## src/hw/rtl/trd_pkg.sv

```systemverilog
// Shared types and constants for the terrain record deframer.
// Used by trd_core, terrain_record_deframer_unit, trd_checker, trd_result_checker and the testbench; no dependencies.
`timescale 1ns / 1ps

package trd_pkg;

	// Fixed field widths of the stream items.
	localparam int unsigned BYTE_W   = 8;
	localparam int unsigned DIM_W    = 12;
	localparam int unsigned ELEV_W   = 16;
	localparam int unsigned SUM_W    = 24;
	localparam int unsigned FOOT_W   = 32;
	localparam int unsigned CFG_IDX_W = 2;

	// Header check byte and register reset values.
	localparam logic [BYTE_W-1:0] SENTINEL_BYTE = 8'd170;
	localparam logic [DIM_W-1:0]  LAT_RESET     = 12'd1201;
	localparam logic [DIM_W-1:0]  LON_RESET     = 12'd1201;

	// Configuration register indexes.
	localparam logic [CFG_IDX_W-1:0] CFG_LAT_POINTS   = 2'd0;
	localparam logic [CFG_IDX_W-1:0] CFG_LON_LINES    = 2'd1;
	localparam logic [CFG_IDX_W-1:0] CFG_CHECK_ENABLE = 2'd2;

	// Part of the column record being parsed.
	typedef enum logic [1:0] {
		SEC_HEADER = 2'd0,
		SEC_ELEV   = 2'd1,
		SEC_FOOTER = 2'd2
	} section_t;

	// Result item kinds.
	typedef enum logic [1:0] {
		KIND_ELEV       = 2'd0,
		KIND_COL_GOOD   = 2'd1,
		KIND_BAD_SENT   = 2'd2,
		KIND_BAD_CHKSUM = 2'd3
	} kind_t;

	// Configuration register set.
	typedef struct packed {
		logic [DIM_W-1:0] lat_points;
		logic [DIM_W-1:0] lon_lines;
		logic             check_enable;
	} cfg_t;

	// One input item as held in the input register.
	typedef struct packed {
		logic              valid;
		logic [BYTE_W-1:0] in_byte;
		logic              cell_start;
	} item_t;

	// One result item from the parser.
	typedef struct packed {
		logic              valid;
		kind_t             kind;
		logic [ELEV_W-1:0] elevation;
		logic [DIM_W-1:0]  col_index;
		logic [DIM_W-1:0]  row_index;
		logic              cell_done;
	} result_t;

endpackage

```

## src/hw/rtl/trd_core.sv

```systemverilog
// Record parser state and per-byte decode logic for the terrain record deframer.
// Depends on trd_pkg.
`timescale 1ns / 1ps

module trd_core import trd_pkg::*; #(
	parameter int unsigned COUNT_BITS = 12
) (
	input  logic    clk,
	input  logic    arst_n,
	input  cfg_t    cfg,
	input  item_t   item,
	input  logic    advance,
	output result_t res
);

	// Parser state.
	section_t              sec_q;
	logic [2:0]            pos_q;
	logic [COUNT_BITS-1:0] row_q;
	logic [COUNT_BITS-1:0] col_q;
	logic                  half_q;
	logic [BYTE_W-1:0]     high_q;
	logic                  sent_q;
	logic [SUM_W-1:0]      sum_q;
	logic [FOOT_W-1:0]     foot_q;
	logic                  halt_q;

	// State after an optional cell start clear.
	section_t              c_sec;
	logic [2:0]            c_pos;
	logic [COUNT_BITS-1:0] c_row;
	logic [COUNT_BITS-1:0] c_col;
	logic                  c_half;
	logic [BYTE_W-1:0]     c_high;
	logic                  c_sent;
	logic [SUM_W-1:0]      c_sum;
	logic [FOOT_W-1:0]     c_foot;
	logic                  c_halt;

	// Next state.
	section_t              n_sec;
	logic [2:0]            n_pos;
	logic [COUNT_BITS-1:0] n_row;
	logic [COUNT_BITS-1:0] n_col;
	logic                  n_half;
	logic [BYTE_W-1:0]     n_high;
	logic                  n_sent;
	logic [SUM_W-1:0]      n_sum;
	logic [FOOT_W-1:0]     n_foot;
	logic                  n_halt;

	logic [31:0]           lat_ext;
	logic [31:0]           lon_ext;
	logic [COUNT_BITS-1:0] lat_lim;
	logic [COUNT_BITS-1:0] lon_lim;
	logic [31:0]           row_ext;
	logic [31:0]           col_ext;
	logic [SUM_W-1:0]      sum_add;
	logic [FOOT_W-1:0]     foot_shift;
	logic [14:0]           mag;
	logic                  match;
	logic                  blocked;

	// Last-index limits, masked to the counter width.
	assign lat_ext = 32'(cfg.lat_points) - 32'd1;
	assign lon_ext = 32'(cfg.lon_lines) - 32'd1;
	assign lat_lim = lat_ext[COUNT_BITS-1:0];
	assign lon_lim = lon_ext[COUNT_BITS-1:0];

	// A cell start clears the parser before the byte is used.
	always_comb begin
		if (item.cell_start) begin
			c_sec  = SEC_HEADER;
			c_pos  = '0;
			c_row  = '0;
			c_col  = '0;
			c_half = 1'b0;
			c_high = '0;
			c_sent = 1'b0;
			c_sum  = '0;
			c_foot = '0;
			c_halt = 1'b0;
		end else begin
			c_sec  = sec_q;
			c_pos  = pos_q;
			c_row  = row_q;
			c_col  = col_q;
			c_half = half_q;
			c_high = high_q;
			c_sent = sent_q;
			c_sum  = sum_q;
			c_foot = foot_q;
			c_halt = halt_q;
		end
	end

	// Shared datapath pieces.
	assign row_ext    = 32'(c_row);
	assign col_ext    = 32'(c_col);
	assign sum_add    = c_sum + SUM_W'(item.in_byte);
	assign foot_shift = {c_foot[FOOT_W-BYTE_W-1:0], item.in_byte};
	assign mag        = {c_high[6:0], item.in_byte};
	assign match      = (foot_shift[30:0] == 31'(c_sum)) &&
		(!foot_shift[31] || (foot_shift[30:0] == 31'd0));
	assign blocked    = c_halt || (cfg.lat_points == '0) || (cfg.lon_lines == '0);

	// Next state and result for one byte.
	always_comb begin
		n_sec  = c_sec;
		n_pos  = c_pos;
		n_row  = c_row;
		n_col  = c_col;
		n_half = c_half;
		n_high = c_high;
		n_sent = c_sent;
		n_sum  = c_sum;
		n_foot = c_foot;
		n_halt = c_halt;

		res           = '0;
		res.kind      = KIND_ELEV;
		res.col_index = col_ext[DIM_W-1:0];

		if (!blocked) begin
			unique case (c_sec)
				SEC_HEADER: begin
					if (c_pos == 3'd0) begin
						n_sent = (item.in_byte == SENTINEL_BYTE);
					end
					n_sum = sum_add;
					if (c_pos == 3'd7) begin
						n_pos = '0;
						if (!n_sent) begin
							n_halt    = 1'b1;
							res.valid = 1'b1;
							res.kind  = KIND_BAD_SENT;
						end else begin
							n_sec  = SEC_ELEV;
							n_row  = '0;
							n_half = 1'b0;
						end
					end else begin
						n_pos = c_pos + 3'd1;
					end
				end
				SEC_ELEV: begin
					n_sum = sum_add;
					if (!c_half) begin
						n_high = item.in_byte;
						n_half = 1'b1;
					end else begin
						// Sign-magnitude to two's complement; negative zero gives zero.
						n_half        = 1'b0;
						res.valid     = 1'b1;
						res.kind      = KIND_ELEV;
						res.elevation = c_high[7] ? (16'd0 - {1'b0, mag}) : {1'b0, mag};
						res.row_index = row_ext[DIM_W-1:0];
						if (c_row == lat_lim) begin
							n_sec  = SEC_FOOTER;
							n_pos  = '0;
							n_row  = '0;
							n_foot = '0;
						end else begin
							n_row = c_row + 1'b1;
						end
					end
				end
				SEC_FOOTER: begin
					n_foot = foot_shift;
					if (c_pos < 3'd3) begin
						n_pos = c_pos + 3'd1;
					end else begin
						n_pos     = '0;
						n_sec     = SEC_HEADER;
						res.valid = 1'b1;
						if (cfg.check_enable && !match) begin
							n_halt   = 1'b1;
							res.kind = KIND_BAD_CHKSUM;
						end else begin
							res.kind      = KIND_COL_GOOD;
							res.cell_done = (c_col == lon_lim);
							n_halt        = c_halt || (c_col == lon_lim);
							n_col         = c_col + 1'b1;
							n_sum         = '0;
							n_foot        = '0;
						end
					end
				end
				default: begin
					res.valid = 1'b0;
				end
			endcase
		end

		if (!item.valid) begin
			res.valid = 1'b0;
		end
	end

	// State registers update when the held item moves on.
	always_ff @(posedge clk or negedge arst_n) begin
		if (!arst_n) begin
			sec_q  <= SEC_HEADER;
			pos_q  <= '0;
			row_q  <= '0;
			col_q  <= '0;
			half_q <= 1'b0;
			high_q <= '0;
			sent_q <= 1'b0;
			sum_q  <= '0;
			foot_q <= '0;
			halt_q <= 1'b0;
		end else if (advance && item.valid) begin
			sec_q  <= n_sec;
			pos_q  <= n_pos;
			row_q  <= n_row;
			col_q  <= n_col;
			half_q <= n_half;
			high_q <= n_high;
			sent_q <= n_sent;
			sum_q  <= n_sum;
			foot_q <= n_foot;
			halt_q <= n_halt;
		end
	end

endmodule

```

## src/hw/rtl/terrain_record_deframer_unit.sv

```systemverilog
// A byte accepted into the input register is decoded combinationally and its result item
// is written to the result register, unless a stalled result item holds the pipeline.
// Throughput: one byte per cycle while the result side is ready; when a result item
// waits, the input register takes one more byte and then the input stalls.
// Reset (arst_n low, asynchronous): parser state cleared to the header section,
// no item held, registers back to 1201 / 1201 / checking on.
// Top level of the terrain record deframer; depends on trd_pkg and trd_core.
`timescale 1ns / 1ps

module terrain_record_deframer_unit import trd_pkg::*; #(
	parameter int unsigned COUNT_BITS = 12
) (
	input  logic                 clk,
	input  logic                 arst_n,
	// Byte stream in.
	input  logic                 s_tvalid,
	output logic                 s_tready,
	input  logic [7:0]           s_tdata,   // [7:0] in_byte
	input  logic                 s_tuser,   // [0] cell_start
	// Result stream out.
	output logic                 m_tvalid,
	input  logic                 m_tready,
	output logic [39:0]          m_tdata,   // [15:0] elevation, [27:16] col_index,
	                                        // [39:28] row_index
	output logic [1:0]           m_tuser,   // [1:0] kind
	output logic                 m_tlast,   // cell_done
	// Register writes.
	input  logic                 cfg_valid,
	output logic                 cfg_ready,
	input  logic [CFG_IDX_W-1:0] cfg_index,
	input  logic [DIM_W-1:0]     cfg_data
);

	cfg_t    cfg_q;
	item_t   item_s1;
	result_t res;
	result_t out_q;
	logic    advance;

	// Register writes are always taken.
	assign cfg_ready = 1'b1;

	always_ff @(posedge clk or negedge arst_n) begin
		if (!arst_n) begin
			cfg_q.lat_points   <= LAT_RESET;
			cfg_q.lon_lines    <= LON_RESET;
			cfg_q.check_enable <= 1'b1;
		end else if (cfg_valid) begin
			unique case (cfg_index)
				CFG_LAT_POINTS:   cfg_q.lat_points   <= cfg_data;
				CFG_LON_LINES:    cfg_q.lon_lines    <= cfg_data;
				CFG_CHECK_ENABLE: cfg_q.check_enable <= cfg_data[0];
				default:          cfg_q              <= cfg_q;
			endcase
		end
	end

	// The held item moves on whenever the result register is free or being drained.
	assign advance  = !out_q.valid || m_tready;
	assign s_tready = !item_s1.valid || advance;

	// Input register.
	always_ff @(posedge clk or negedge arst_n) begin
		if (!arst_n) begin
			item_s1 <= '0;
		end else if (s_tvalid && s_tready) begin
			item_s1.valid      <= 1'b1;
			item_s1.in_byte    <= s_tdata;
			item_s1.cell_start <= s_tuser;
		end else if (advance) begin
			item_s1.valid <= 1'b0;
		end
	end

	trd_core #(
		.COUNT_BITS(COUNT_BITS)
	) u_core (
		.clk     (clk),
		.arst_n  (arst_n),
		.cfg     (cfg_q),
		.item    (item_s1),
		.advance (advance),
		.res     (res)
	);

	// Result register.
	always_ff @(posedge clk or negedge arst_n) begin
		if (!arst_n) begin
			out_q <= '0;
		end else if (advance && res.valid) begin
			out_q <= res;
		end else if (advance) begin
			out_q.valid <= 1'b0;
		end
	end

	assign m_tvalid = out_q.valid;
	assign m_tdata  = {out_q.row_index, out_q.col_index, out_q.elevation};
	assign m_tuser  = out_q.kind;
	assign m_tlast  = out_q.cell_done;

endmodule

```

## config.mk

```make
export PLATFORM = sky130hd
export DESIGN_NAME = terrain_record_deframer_unit
export DESIGN_NICKNAME = d
export VERILOG_FILES = /design/src/hw/rtl/trd_pkg.sv /design/src/hw/rtl/trd_core.sv /design/src/hw/rtl/terrain_record_deframer_unit.sv
export SDC_FILE = /design/constraint.sdc
export NUM_CORES = 1
export LEC_CHECK = 0
export BUFFER_PORTS_ARGS = -buffer_cell sky130_fd_sc_hd__buf_2
export CORE_AREA = 5 5 133 135
export DETAILED_ROUTE_END_ITERATION = 10
export DIE_AREA = 0 0 138 140
export GPL_TIMING_DRIVEN = 0
export PLACE_DENSITY = 0.78
export SYNTH_ARGS = -nofsm -noshare
export SYNTH_HDL_FRONTEND = slang
export SYNTH_SLANG_ARGS = --single-unit
```

## constraint.sdc

```tcl
create_clock -name clk -period 6.3 [get_ports clk]
set_input_delay 0.315 -clock clk [delete_from_list [all_inputs] [get_ports clk]]
set_output_delay 0.315 -clock clk [all_outputs]
set_load 0.03 [all_outputs]
```

==> results of run 1 <==
cells by family (layout without fill, tap and decap cells):
group	count (synthesis)	after routing	share of synthesized area [%]
and+or+nand+nor	340	340	18.47
AOI/OAI and AO/OA	243	243	18.73
DFF	167	167	43.95
xor gates and xnor gates	78	78	7.450
buffers and inverters	76	182	3.633
muxes	41	41	4.761
adders and majority gates	22	22	2.964
other	1	1	0.03931
per-layer routing:
metal / vias to the layer above / share of wire, % / GRT usage (%)
met1: 4018 / 43 / 37.31
met2: 324 / 47 / 44.40
li1: 3727 / - / -
met4: 0 / 2.7 / 9.412
met3: 62 / 6.9 / 5.624
met5: - / 0 / 0
how the worst max path moves through the flow:
stage                                              end                   start
after CTS                  u_core.col_q[4]$_DFFE_PN0P_  item_s1[0]$_DFFE_PN0P_
after floorplan           u_core.sum_q[14]$_DFFE_PN0P_  item_s1[0]$_DFFE_PN0P_
final                      u_core.col_q[4]$_DFFE_PN0P_  item_s1[0]$_DFFE_PN0P_
after global placement    u_core.col_q[11]$_DFFE_PN0P_  item_s1[0]$_DFFE_PN0P_
after detailed placement  u_core.col_q[11]$_DFFE_PN0P_  item_s1[0]$_DFFE_PN0P_
after global routing       u_core.col_q[4]$_DFFE_PN0P_  item_s1[0]$_DFFE_PN0P_
timing repair:
item	CTS	global route
resized for setup	0	0
endpoints found under the setup margin	0	0
hold buffers	1	0
hold endpoints to repair	67	0
registers in the layout, summed over array words and instances (netlist names), 2 cells and up:
| register | flops |
|---|---|
| u_core.sum_q | 24 |
| item_s1 | 10 |
| u_core.pos_q | 3 |
| m_tuser | 2 |
| u_core.foot_q | 24 |
| m_tdata | 40 |
| cfg_q | 25 |
| u_core.high_q | 8 |
| u_core.row_q | 12 |
| u_core.col_q | 12 |
| u_core.sec_q | 2 |
worst max-delay path, delay by kind of cell (launching register included):
family | cells | cell delay (ps)
AOI/OAI and AO/OA | 1 | 360
xor gates and xnor gates | 1 | 210
adders and majority gates | 1 | 360
buffers and inverters | 5 | 1810
DFF | 1 | 380
and+or+nand+nor | 6 | 1650
power by group through the flow:
| stage | combinational [uW] | clock (uW) | sequential, uW |
|---|---|---|---|
| after floorplan | 354 | 0 | 1220 |
| after global placement | 459 | 0 | 1240 |
| after detailed placement | 475 | 0 | 1250 |
| after CTS | 481 | 1040 | 1230 |
| after global routing | 535 | 1100 | 1240 |
| final | 485 | 1030 | 1230 |
through the flow:
stage / cells / util, %
after floorplan: 968 / -
after global placement: 1260 / 62.24
after global routing: 1294 / 66.08
after detailed placement: 1261 / 62.51
after CTS: 1294 / 66.08
final: 1294 / 66.08
placed cells by master (no fill, tap or decap), types with 8 or more instances in the layout:
cell type and n:
o31ai_1 23, buf_2 84, nor4_1 17, nor2_1 34
dfrtp_1 156, nand2_1 131, mux2_2 33, and3_1 13
o21ai_0 28, inv_1 21, nand4_1 14, nor3_1 24
a22o_1 41, clkbuf_16 17, ha_1 21, xnor2_1 47
o21ai_1 34, clkbuf_1 30, and2_1 8, nor2b_1 22
dfstp_2 11, xor2_1 29, a31oi_1 9, a21oi_1 23
nand3_1 23, nand2b_1 17, a21o_1 10
cell type report:
class / count / share of cell area (%)
clock buffer: 18 / 3.973
multi-input combinational: 725 / 46.34
buffer: 53 / 2.409
inverter: 23 / 0.7992
sequential: 167 / 38.81
timing repair buffer: 74 / 3.776
clock inverter: 14 / 1.344
tap: 220 / 2.548
==> results.sh, run 1 <==
export IMPL_status="finished, final reports clean"
export IMPL_wl_um=26020
export IMPL_syn_area_um2=9539
export IMPL_final_max_slew_viol_count=0
export IMPL_seq_area_frac_synth_pct=43.95
export IMPL_regToRegSetupSlack_ps=1380
export IMPL_clkLatencyLatePin_ps=440
export IMPL_cp_arrival_ps=5220
export IMPL_grt_pass1_vias=8108
export IMPL_dieArea_um2=19320
export IMPL_leakage_uw=0.004786
export IMPL_cts_buffers_inserted=17
export IMPL_cp_max_fo=10
export IMPL_skew_ps=12.33
export IMPL_vias=8131
export IMPL_postSynth_asyncResetShare_pct=100.0
export IMPL_period_share_pct=78.15
export IMPL_htreeDepth=4
export IMPL_via_per_inst=6.284
export IMPL_postRouteAntennaNets=0
export IMPL_end_kind="flip-flop"
export IMPL_combPwrFrac_pct=17.7
export IMPL_synth_most_common_cell="dfrtp_1"
export IMPL_dpl_cell_area_um2=10220
export IMPL_p_clk_share_pct=37.6
export IMPL_grt_pass1_wl_um=43280
export IMPL_synth_area_leader_cell="dfrtp_1"
export IMPL_reg2reg_from="item_s1[0]$_DFFE_PN0P_"
export IMPL_die_width_um=138
export IMPL_vdd_ir_drop_max_v=0.0002151
export IMPL_min_path_type="in2reg"
export IMPL_rows=47
export IMPL_max_freq_mhz=203.1
export IMPL_timing_hold_ws_ps=100.9
export IMPL_grt_total_usage_pct=27.50
export IMPL_die_h_um=140
export IMPL_start_kind="flip-flop"
export IMPL_grt_antenna_before_repair=0
export IMPL_cp_common_cell="buf_2"
export IMPL_setup_viol=0
export IMPL_switchingPower_uw=800.8
export IMPL_clk_pin_slew_ps=60
export IMPL_syn_area_per_cell_um2=9.854
export IMPL_cts_tree="built"
export IMPL_drt_first_pass_iters=5
export IMPL_drc=0
export IMPL_p_seq_share_pct=44.8
export IMPL_swShare_pct=29.16
export IMPL_nFillCells=1358
export IMPL_gr_total_overflow=0
export IMPL_synth_cell_type_count=85
export IMPL_slowest_delay_ps=570
export IMPL_worst_slack_ps=1377
export IMPL_multi_input_area_um2=5006
export IMPL_io_pins=74
export IMPL_wl_per_cell_um=20.11
export IMPL_hp_start="s_tvalid"
export IMPL_yosys_top_cells_area="dfrtp_1 41%, nand2_1 5.2%, xnor2_1 4.3%, mux2_2 3.9%, a22o_1 3.8%"
export IMPL_num_nets_final=1111
export IMPL_drt_iter0_markers=688
export IMPL_clock_sinks=167
export IMPL_tns_ps=0
export IMPL_reg2reg_depth=14
export IMPL_place_congestion=0.9273
export IMPL_fin_area_um2=10800
export IMPL_cts_setup_buffers=0
export IMPL_min_path_cells=2
export IMPL_drv_cap=0
export IMPL_grt_max_degree=101
export IMPL_crit_required_ps=6600
export IMPL_synth_top_area_share_pct=40.92
export IMPL_hold_end="item_s1[9]$_DFFE_PN0P_"
export IMPL_synth_edff_count=0
export IMPL_syn_to_final_growth_pct=13.25
export IMPL_period_minus_slack_ps=4923
export IMPL_worstMarginPinSlew_ps=978.0
export IMPL_port_buffers=72
export IMPL_slew_headroom_pct=34.26
export IMPL_seqCellArea_um2=4193
export IMPL_hold_viol=0
export IMPL_diodes=0
export IMPL_p_per_area_nw_per_um2=254.2
export IMPL_netlist_instances=968
export IMPL_cts_root_buf="clkbuf_16"
export IMPL_rsz0062_at_grt="false"
export IMPL_initial_utilization_pct=58.35
export IMPL_total_power_uw=2747
export IMPL_yosysWarnings=0
export IMPL_syn_nets=1018
export IMPL_critPathKind="reg2reg"
export IMPL_cts_buffer_depth=2
export IMPL_cp_cell_sequence="buf_2 > buf_6 > buf_2 > clkbuf_1 > buf_1 > nor2b_1 > ha_1 > nor4_1 > nand2_1 > nor3_1 > a31oi_1 > nor2_1 > nand4_1 > xor2_1"
export IMPL_hpwl_um=18860
export IMPL_synth_common_cells="156 x dfrtp_1, 131 x nand2_1, 47 x xnor2_1, 41 x a22o_1"
export IMPL_synthFlopType="dfrtp_1"
export IMPL_p_int_uw=1946
export IMPL_synth_seq_cells=167
export IMPL_drive_above_1_share_pct=17.04
export IMPL_pre_cts_slack_ps=1663
export IMPL_slowest_stage="clkbuf_1"
export IMPL_fp_coreArea_um2=16350
export IMPL_r2r_end="u_core.col_q[4]$_DFFE_PN0P_"
Note: power is estimated with default switching activity, not from simulation.
==> inputs of run 2 (changes only) <==
==> constraint.sdc (replaced) <==
create_clock -name clk -period 4.9 [get_ports clk]
set_input_delay 0.245 -clock clk [delete_from_list [all_inputs] [get_ports clk]]
set_output_delay 0.245 -clock clk [all_outputs]
set_load 0.03 [all_outputs]
==> run 2 against run 1 <==
Effect of this change:
- highest routed layer unchanged
- die area stayed put
- worst hold slack worse by 73 ps
- clock skew is 0.72 ps higher
- critical endpoint is now m_tdata[11]$_DFFE_PN0P_
==> results.sh, run 2 (synthesis results as in run 1) <==
export IMPL_status="finished, final reports clean"
export IMPL_tns_ps=0
export IMPL_htreeDepth=4
export IMPL_vdd_ir_drop_max_v=0.0002795
export IMPL_layoutNonFillerInstCount=1294
export IMPL_worstMarginPinSlew_ps=967.9
export IMPL_clock_sinks=167
export IMPL_timing_hold_ws_ps=27.51
export IMPL_min_path_type="in2reg"
export IMPL_swShare_pct=29.22
export IMPL_period_share_pct=92.43
export IMPL_cts_buffer_depth=2
export IMPL_dpl_cell_count=1261
export IMPL_dieArea_um2=19320
export IMPL_drt_iter0_markers=675
export IMPL_hold_viol=0
export IMPL_end_kind="flip-flop"
export IMPL_leakage_uw=0.004792
export IMPL_drv_cap=0
export IMPL_postRouteAntennaNets=0
export IMPL_cts_tree="built"
export IMPL_cp_max_fo=10
export IMPL_fp_coreArea_um2=16350
export IMPL_num_nets_final=1111
export IMPL_initial_utilization_pct=58.35
export IMPL_place_congestion=0.9273
export IMPL_hpwl_um=18860
export IMPL_gr_total_overflow=0
export IMPL_largest_reg_flops=40
export IMPL_crit_required_ps=5240
export IMPL_grt_pass1_wl_um=43260
export IMPL_critPathKind="reg2reg"
export IMPL_start_kind="flip-flop"
export IMPL_p_seq_share_pct=44.7
export IMPL_cp_arrival_ps=4870
export IMPL_final_common_cell="dfrtp_1"
export IMPL_wl_um=26000
export IMPL_wl_per_cell_um=20.09
export IMPL_clk_pin_slew_ps=70
export IMPL_mostFrequentLayoutCells="156 x dfrtp_1, 131 x nand2_1, 84 x buf_2, 47 x xnor2_1, 41 x a22o_1"
export IMPL_grt_total_usage_pct=27.48
export IMPL_max_freq_mhz=220.8
export IMPL_diodes=0
export IMPL_period_minus_slack_ps=4529
export IMPL_io_pins=74
export IMPL_skew_ps=13.05
export IMPL_setup_viol=0
export IMPL_cts_buffers_inserted=17
export IMPL_rows=47
export IMPL_slew_headroom_pct=34.98
export IMPL_drive_above_1_share_pct=17.32
export IMPL_die_h_um=140
export IMPL_p_per_area_nw_per_um2=327.1
export IMPL_grt_pass1_vias=8114
export IMPL_port_buffers=72
export IMPL_vias=8175
export IMPL_switchingPower_uw=1033
export IMPL_cts_root_buf="clkbuf_16"
export IMPL_rsz0062_at_grt="false"
export IMPL_grt_max_degree=101
export IMPL_p_clk_share_pct=37.6
export IMPL_die_width_um=138
export IMPL_final_max_slew_viol_count=0
export IMPL_grt_antenna_before_repair=0
export IMPL_via_per_inst=6.318
export IMPL_drc=0
export IMPL_syn_to_final_growth_pct=13.30
export IMPL_clkLatencyLatePin_ps=440
export IMPL_drt_first_pass_iters=6
export IMPL_combPwrFrac_pct=17.6
export IMPL_p_int_uw=2502
-- run 2: cell types whose count changed in the layout (fill, tap and decap cells not counted) --
cell      change
clkbuf_1      -1
buf_1         -1
nor2_1        -1
nor2_2        +1
clkbuf_2      +2
-- run 2: final cells by class --
class                   instances  area (um^2)
clock inverters                14        145.1
repair buffers                 74        407.9
well taps                     220        275.3
clock buffers                  18        429.2
fillers                      1357         5540
plain buffers                  53        262.8
inverters                      23        86.33
flip-flops and latches        167         4193
multi-input cells             725         5009
-- run 2: what timing repair did --
action	4_1_cts	5_1_grt
gates resized for setup	0	4
buffers inserted	0	0
hold buffers	1	0
endpoints found under the hold margin	67	0
endpoints found under the setup margin	0	15
-- run 2: critical path: stages (launching register included) --
cell and delay (ps):
dfrtp_1 400, inv_2 150, clkbuf_1 470, clkbuf_1 510
nand2_1 230, inv_1 190, ha_1 330, inv_1 200
nor2_1 490, a311oi_1 110, or4_1 430, clkbuf_1 180
buf_1 360, o31ai_1 350
-- run 2: per-layer routing --
metal	global-route usage (%)	routed length, um	vias up	part of all wire [%]
met1	37.22	11150	4004	43
met5	0	0	-	0
met4	9.568	772	0	3.0
li1	-	-	3733	-
met2	44.35	12220	354	47
met3	5.624	1863	84	7.2
-- run 2: worst paths after layout --
check,startpoint,endpoint,slack [ps],cells past startpoint
worst min register to register,m_tdata[10]$_DFFE_PN0P_,m_tdata[10]$_DFFE_PN0P_,470,2
max in group asynchronous,arst_n,u_core.col_q[0]$_DFFE_PN0P_,3640,3
worst min-delay path,s_tvalid,item_s1[9]$_DFFE_PN0P_,30,2
min in group asynchronous,arst_n,m_tdata[11]$_DFFE_PN0P_,340,2
worst max register to register,item_s1[0]$_DFFE_PN0P_,m_tdata[11]$_DFFE_PN0P_,370,13
worst max-delay path,item_s1[0]$_DFFE_PN0P_,m_tdata[11]$_DFFE_PN0P_,370,13
-- run 2: power groups by stage --
| stage | sequential (uW) | clock [uW] | combinational (uW) |
|---|---|---|---|
| 5_1_grt | 1590 | 1410 | 688 |
| 4_1_cts | 1580 | 1340 | 618 |
| 2_1_floorplan | 1570 | 0 | 456 |
| 6_report | 1580 | 1330 | 623 |
| 3_3_place_gp | 1600 | 0 | 590 |
| 3_5_place_dp | 1600 | 0 | 611 |
-- run 2: through the flow --
stage	power, uW	setup WS [ps]	cell area, um^2	utilization (%)
6_report	3535	371.2	10810	66.11
3_3_place_gp	2189	235.1	10170	62.24
2_1_floorplan	2024	1458	9539	-
3_5_place_dp	2212	262.9	10220	62.51
4_1_cts	3534	166.6	10800	66.08
5_1_grt	3690	165.7	10810	66.11
==> inputs of run 3 (changes only) <==
--- a/config.mk
+++ b/config.mk
@@ -6,11 +6,12 @@
 export NUM_CORES = 1
 export LEC_CHECK = 0
 export BUFFER_PORTS_ARGS = -buffer_cell sky130_fd_sc_hd__buf_2
-export CORE_AREA = 5 5 133 135
+export CORE_AREA = 5 5 134 136
 export DETAILED_ROUTE_END_ITERATION = 10
-export DIE_AREA = 0 0 138 140
+export DIE_AREA = 0 0 139 141
 export GPL_TIMING_DRIVEN = 0
-export PLACE_DENSITY = 0.78
+export PLACE_DENSITY = 0.79
 export SYNTH_ARGS = -nofsm -noshare
 export SYNTH_HDL_FRONTEND = slang
+export SYNTH_HIERARCHICAL = 1
 export SYNTH_SLANG_ARGS = --single-unit
==> run 3 against run 2 <==
Effect of this change:
- clock power is essentially flat
- total power grew 1.5%
- die area grew 1.4%
==> results.sh, run 3 <==
export IMPL_status="finished, final reports clean"
export IMPL_use_met3_pct=5.936
export IMPL_synthAdderAreaFrac_pct=3.143
export IMPL_drv_cap=0
export IMPL_yosys_area_share_simple_pct=19.97
export IMPL_final_max_slew_viol_count=0
export IMPL_synth_edff_count=0
export IMPL_num_nets_final=1143
export IMPL_min_path_type="in2reg"
export IMPL_end_kind="flip-flop"
export IMPL_hpwl_um=18110
export IMPL_vias=8331
export IMPL_critical_path_top_delay_family="buffers and inverters"
export IMPL_grt_pass1_wl_um=42520
export IMPL_place_congestion=0.9484
export IMPL_syn_area_um2=9792
export IMPL_clock_sinks=167
export IMPL_synth_most_common_cell="dfrtp_1"
export IMPL_clkLatencyLatePin_ps=430
export IMPL_synth_cell_type_count=85
export IMPL_largest_reg_flops=40
export IMPL_leakage_uw=0.005121
export IMPL_yosysWarnings=6
export IMPL_netlist_instances=998
export IMPL_synthFlopType="dfrtp_1"
export IMPL_critPathKind="reg2reg"
export IMPL_vdd_ir_drop_max_v=0.0002653
export IMPL_dpl_cell_area_um2=10470
export IMPL_p_per_area_nw_per_um2=323.9
export IMPL_die_width_um=139
export IMPL_cts_buffers_inserted=17
export IMPL_start_kind="flip-flop"
export IMPL_diodes=0
export IMPL_port_buffers=72
export IMPL_cts_setup_buffers=0
export IMPL_wl_per_cell_um=19.43
export IMPL_gr_total_overflow=0
export IMPL_cp_cell_sequence="clkbuf_1 > clkbuf_2 > buf_6 > buf_6 > clkbuf_2 > nor2b_1 > ha_1 > nor4_1 > nand2_1 > o31a_1 > a31o_2 > nor3_2 > o21ai_1 > buf_2 > nand2_1 > o21ai_0"
export IMPL_period_minus_slack_ps=4708
export IMPL_grt_max_degree=124
export IMPL_rows=48
export IMPL_synth_seq_cells=167
export IMPL_syn_to_final_growth_pct=13.11
export IMPL_use_met1_pct=34.21
export IMPL_initial_utilization_pct=58.23
export IMPL_slowest_delay_ps=610
export IMPL_synth_top_family_by_area="simple AND/OR/NAND/NOR gates"
export IMPL_drive_above_1_share_pct=20.92
export IMPL_synth_top_area_share_pct=39.87
export IMPL_via_per_inst=6.269
export IMPL_final_common_cell="dfrtp_1"
export IMPL_slew_headroom_pct=17.47
export IMPL_cp_arrival_ps=4990
export IMPL_synth_xor_area_share_pct=6.044
export IMPL_rsz0062_at_grt="true"
export IMPL_dieArea_um2=19600
export IMPL_grt_antenna_before_repair=0
export IMPL_postSynth_asyncResetShare_pct=100.0
export IMPL_period_share_pct=96.08
export IMPL_timing_hold_ws_ps=35.17
export IMPL_drt_first_pass_iters=5
export IMPL_postRouteAntennaNets=0
export IMPL_fin_area_um2=11080
export IMPL_cts_tree="built"
export IMPL_setup_viol=0
export IMPL_io_pins=74
export IMPL_cp_num_buf_inv=6
export IMPL_skew_ps=8.895
export IMPL_synthMuxAreaShare_pct=9.571
export IMPL_slowest_stage="dfrtp_1"
export IMPL_yosys_top_cells_area="dfrtp_1 40%, mux2_2 8.9%, nand2_1 3.7%, xnor2_1 3.4%, a22o_1 3.3%"
export IMPL_seq_area_frac_synth_pct=42.82
export IMPL_hold_viol=0
export IMPL_mostFrequentLayoutCells="156 x dfrtp_1, 96 x nand2_1, 77 x mux2_2, 74 x nor2_1, 73 x buf_2"
export IMPL_cts_root_buf="clkbuf_16"
export IMPL_worstMarginPinSlew_ps=1227
export IMPL_synth_area_leader_cell="dfrtp_1"
export IMPL_synth_compound_area_share_pct=14.78
export IMPL_wl_um=25820
export IMPL_max_freq_mhz=212.4
export IMPL_drt_iter0_markers=780
export IMPL_cts_buffer_depth=2
export IMPL_grt_busiest_layer="met2"
export IMPL_clk_pin_slew_ps=70
export IMPL_grt_total_usage_pct=26.75
export IMPL_cp_max_fo=10
export IMPL_syn_nets=1050
export IMPL_syn_area_per_cell_um2=9.812
export IMPL_drc=0
export IMPL_crit_required_ps=5180
export IMPL_htreeDepth=4
export IMPL_synth_common_cells="156 x dfrtp_1, 96 x nand2_1, 77 x mux2_2, 74 x nor2_1, 50 x o21ai_0"
export IMPL_grt_pass1_vias=8184
export IMPL_die_h_um=141
export IMPL_grt_use_met2_pct=45.18
export IMPL_fp_coreArea_um2=16820
-- run 3: routing by layer --
metal | vias up | share of wire (%)
li1 | 3817 | -
met1 | 4048 | 41
met2 | 398 | 49
met3 | 68 | 7.9
met4 | 0 | 2.8
met5 | - | 0
-- run 3: repair_timing --
action,4_1_cts,5_1_grt
hold endpoints to repair,44,0
setup endpoints to repair,29,44
resized for setup,1,4
hold buffers,1,0
cloned,0,0
-- run 3: kinds of logic after synthesis --
kind of cell             after synthesis
AO/OA/AOI/OAI                        211
multiplexers                          84
adder cells (fa/ha/maj)               24
XOR/XNOR                              66
other                                  1
buffers and inverters                 72
flip-flops                           167
AND/OR/NAND/NOR                      373
-- run 3: final timing paths --
path | from | end | slack (ps) | cells after the start
worst max-delay path | item_s1[0]$_DFFE_PN0P_ | u_core/sum_q[1]$_DFFE_PN0P_ | 190 | 16
worst min-delay path | s_tvalid | item_s1[9]$_DFFE_PN0P_ | 40 | 2
worst max register to register | item_s1[0]$_DFFE_PN0P_ | u_core/sum_q[1]$_DFFE_PN0P_ | 190 | 16
worst min register to register | u_core/sum_q[7]$_DFFE_PN0P_ | u_core/sum_q[7]$_DFFE_PN0P_ | 470 | 2
max in group asynchronous | arst_n | u_core/sum_q[3]$_DFFE_PN0P_ | 3700 | 3
min in group asynchronous | arst_n | m_tdata[21]$_DFFE_PN0P_ | 290 | 2
-- run 3: area by class of cell --
cell class / instances / area, um^2
timing repair buffer: 74 / 407.9
fill: 1342 / 5741
clock buffer: 18 / 439.2
sequential: 167 / 4193
clock inverter: 14 / 147.6
tap: 225 / 281.5
buffer: 39 / 234.0
multi-input combinational: 759 / 5249
inverter: 33 / 123.9
-- run 3: stage by stage --
| stage | power (uW) | utilization [%] | setup TNS [ps] | cells | setup slack (ps) |
|---|---|---|---|---|---|
| CTS | 3596 | 65.83 | 0 | 1329 | 27.21 |
| floorplan | 2044 | - | 0 | 998 | 1172 |
| global placement | 2212 | 62.05 | -469.3 | 1295 | -66.44 |
| global route | 3748 | 65.86 | -25.85 | 1329 | -25.85 |
| detailed placement | 2238 | 62.27 | -417.9 | 1296 | -60.22 |
| finish | 3587 | 65.86 | 0 | 1329 | 192.0 |
-- run 3: report_power, final --
part	internal, uW	total, uW	switching [uW]
Sequential	1480	1600	118
Clock	768	1350	578
Combinational	270	640	370
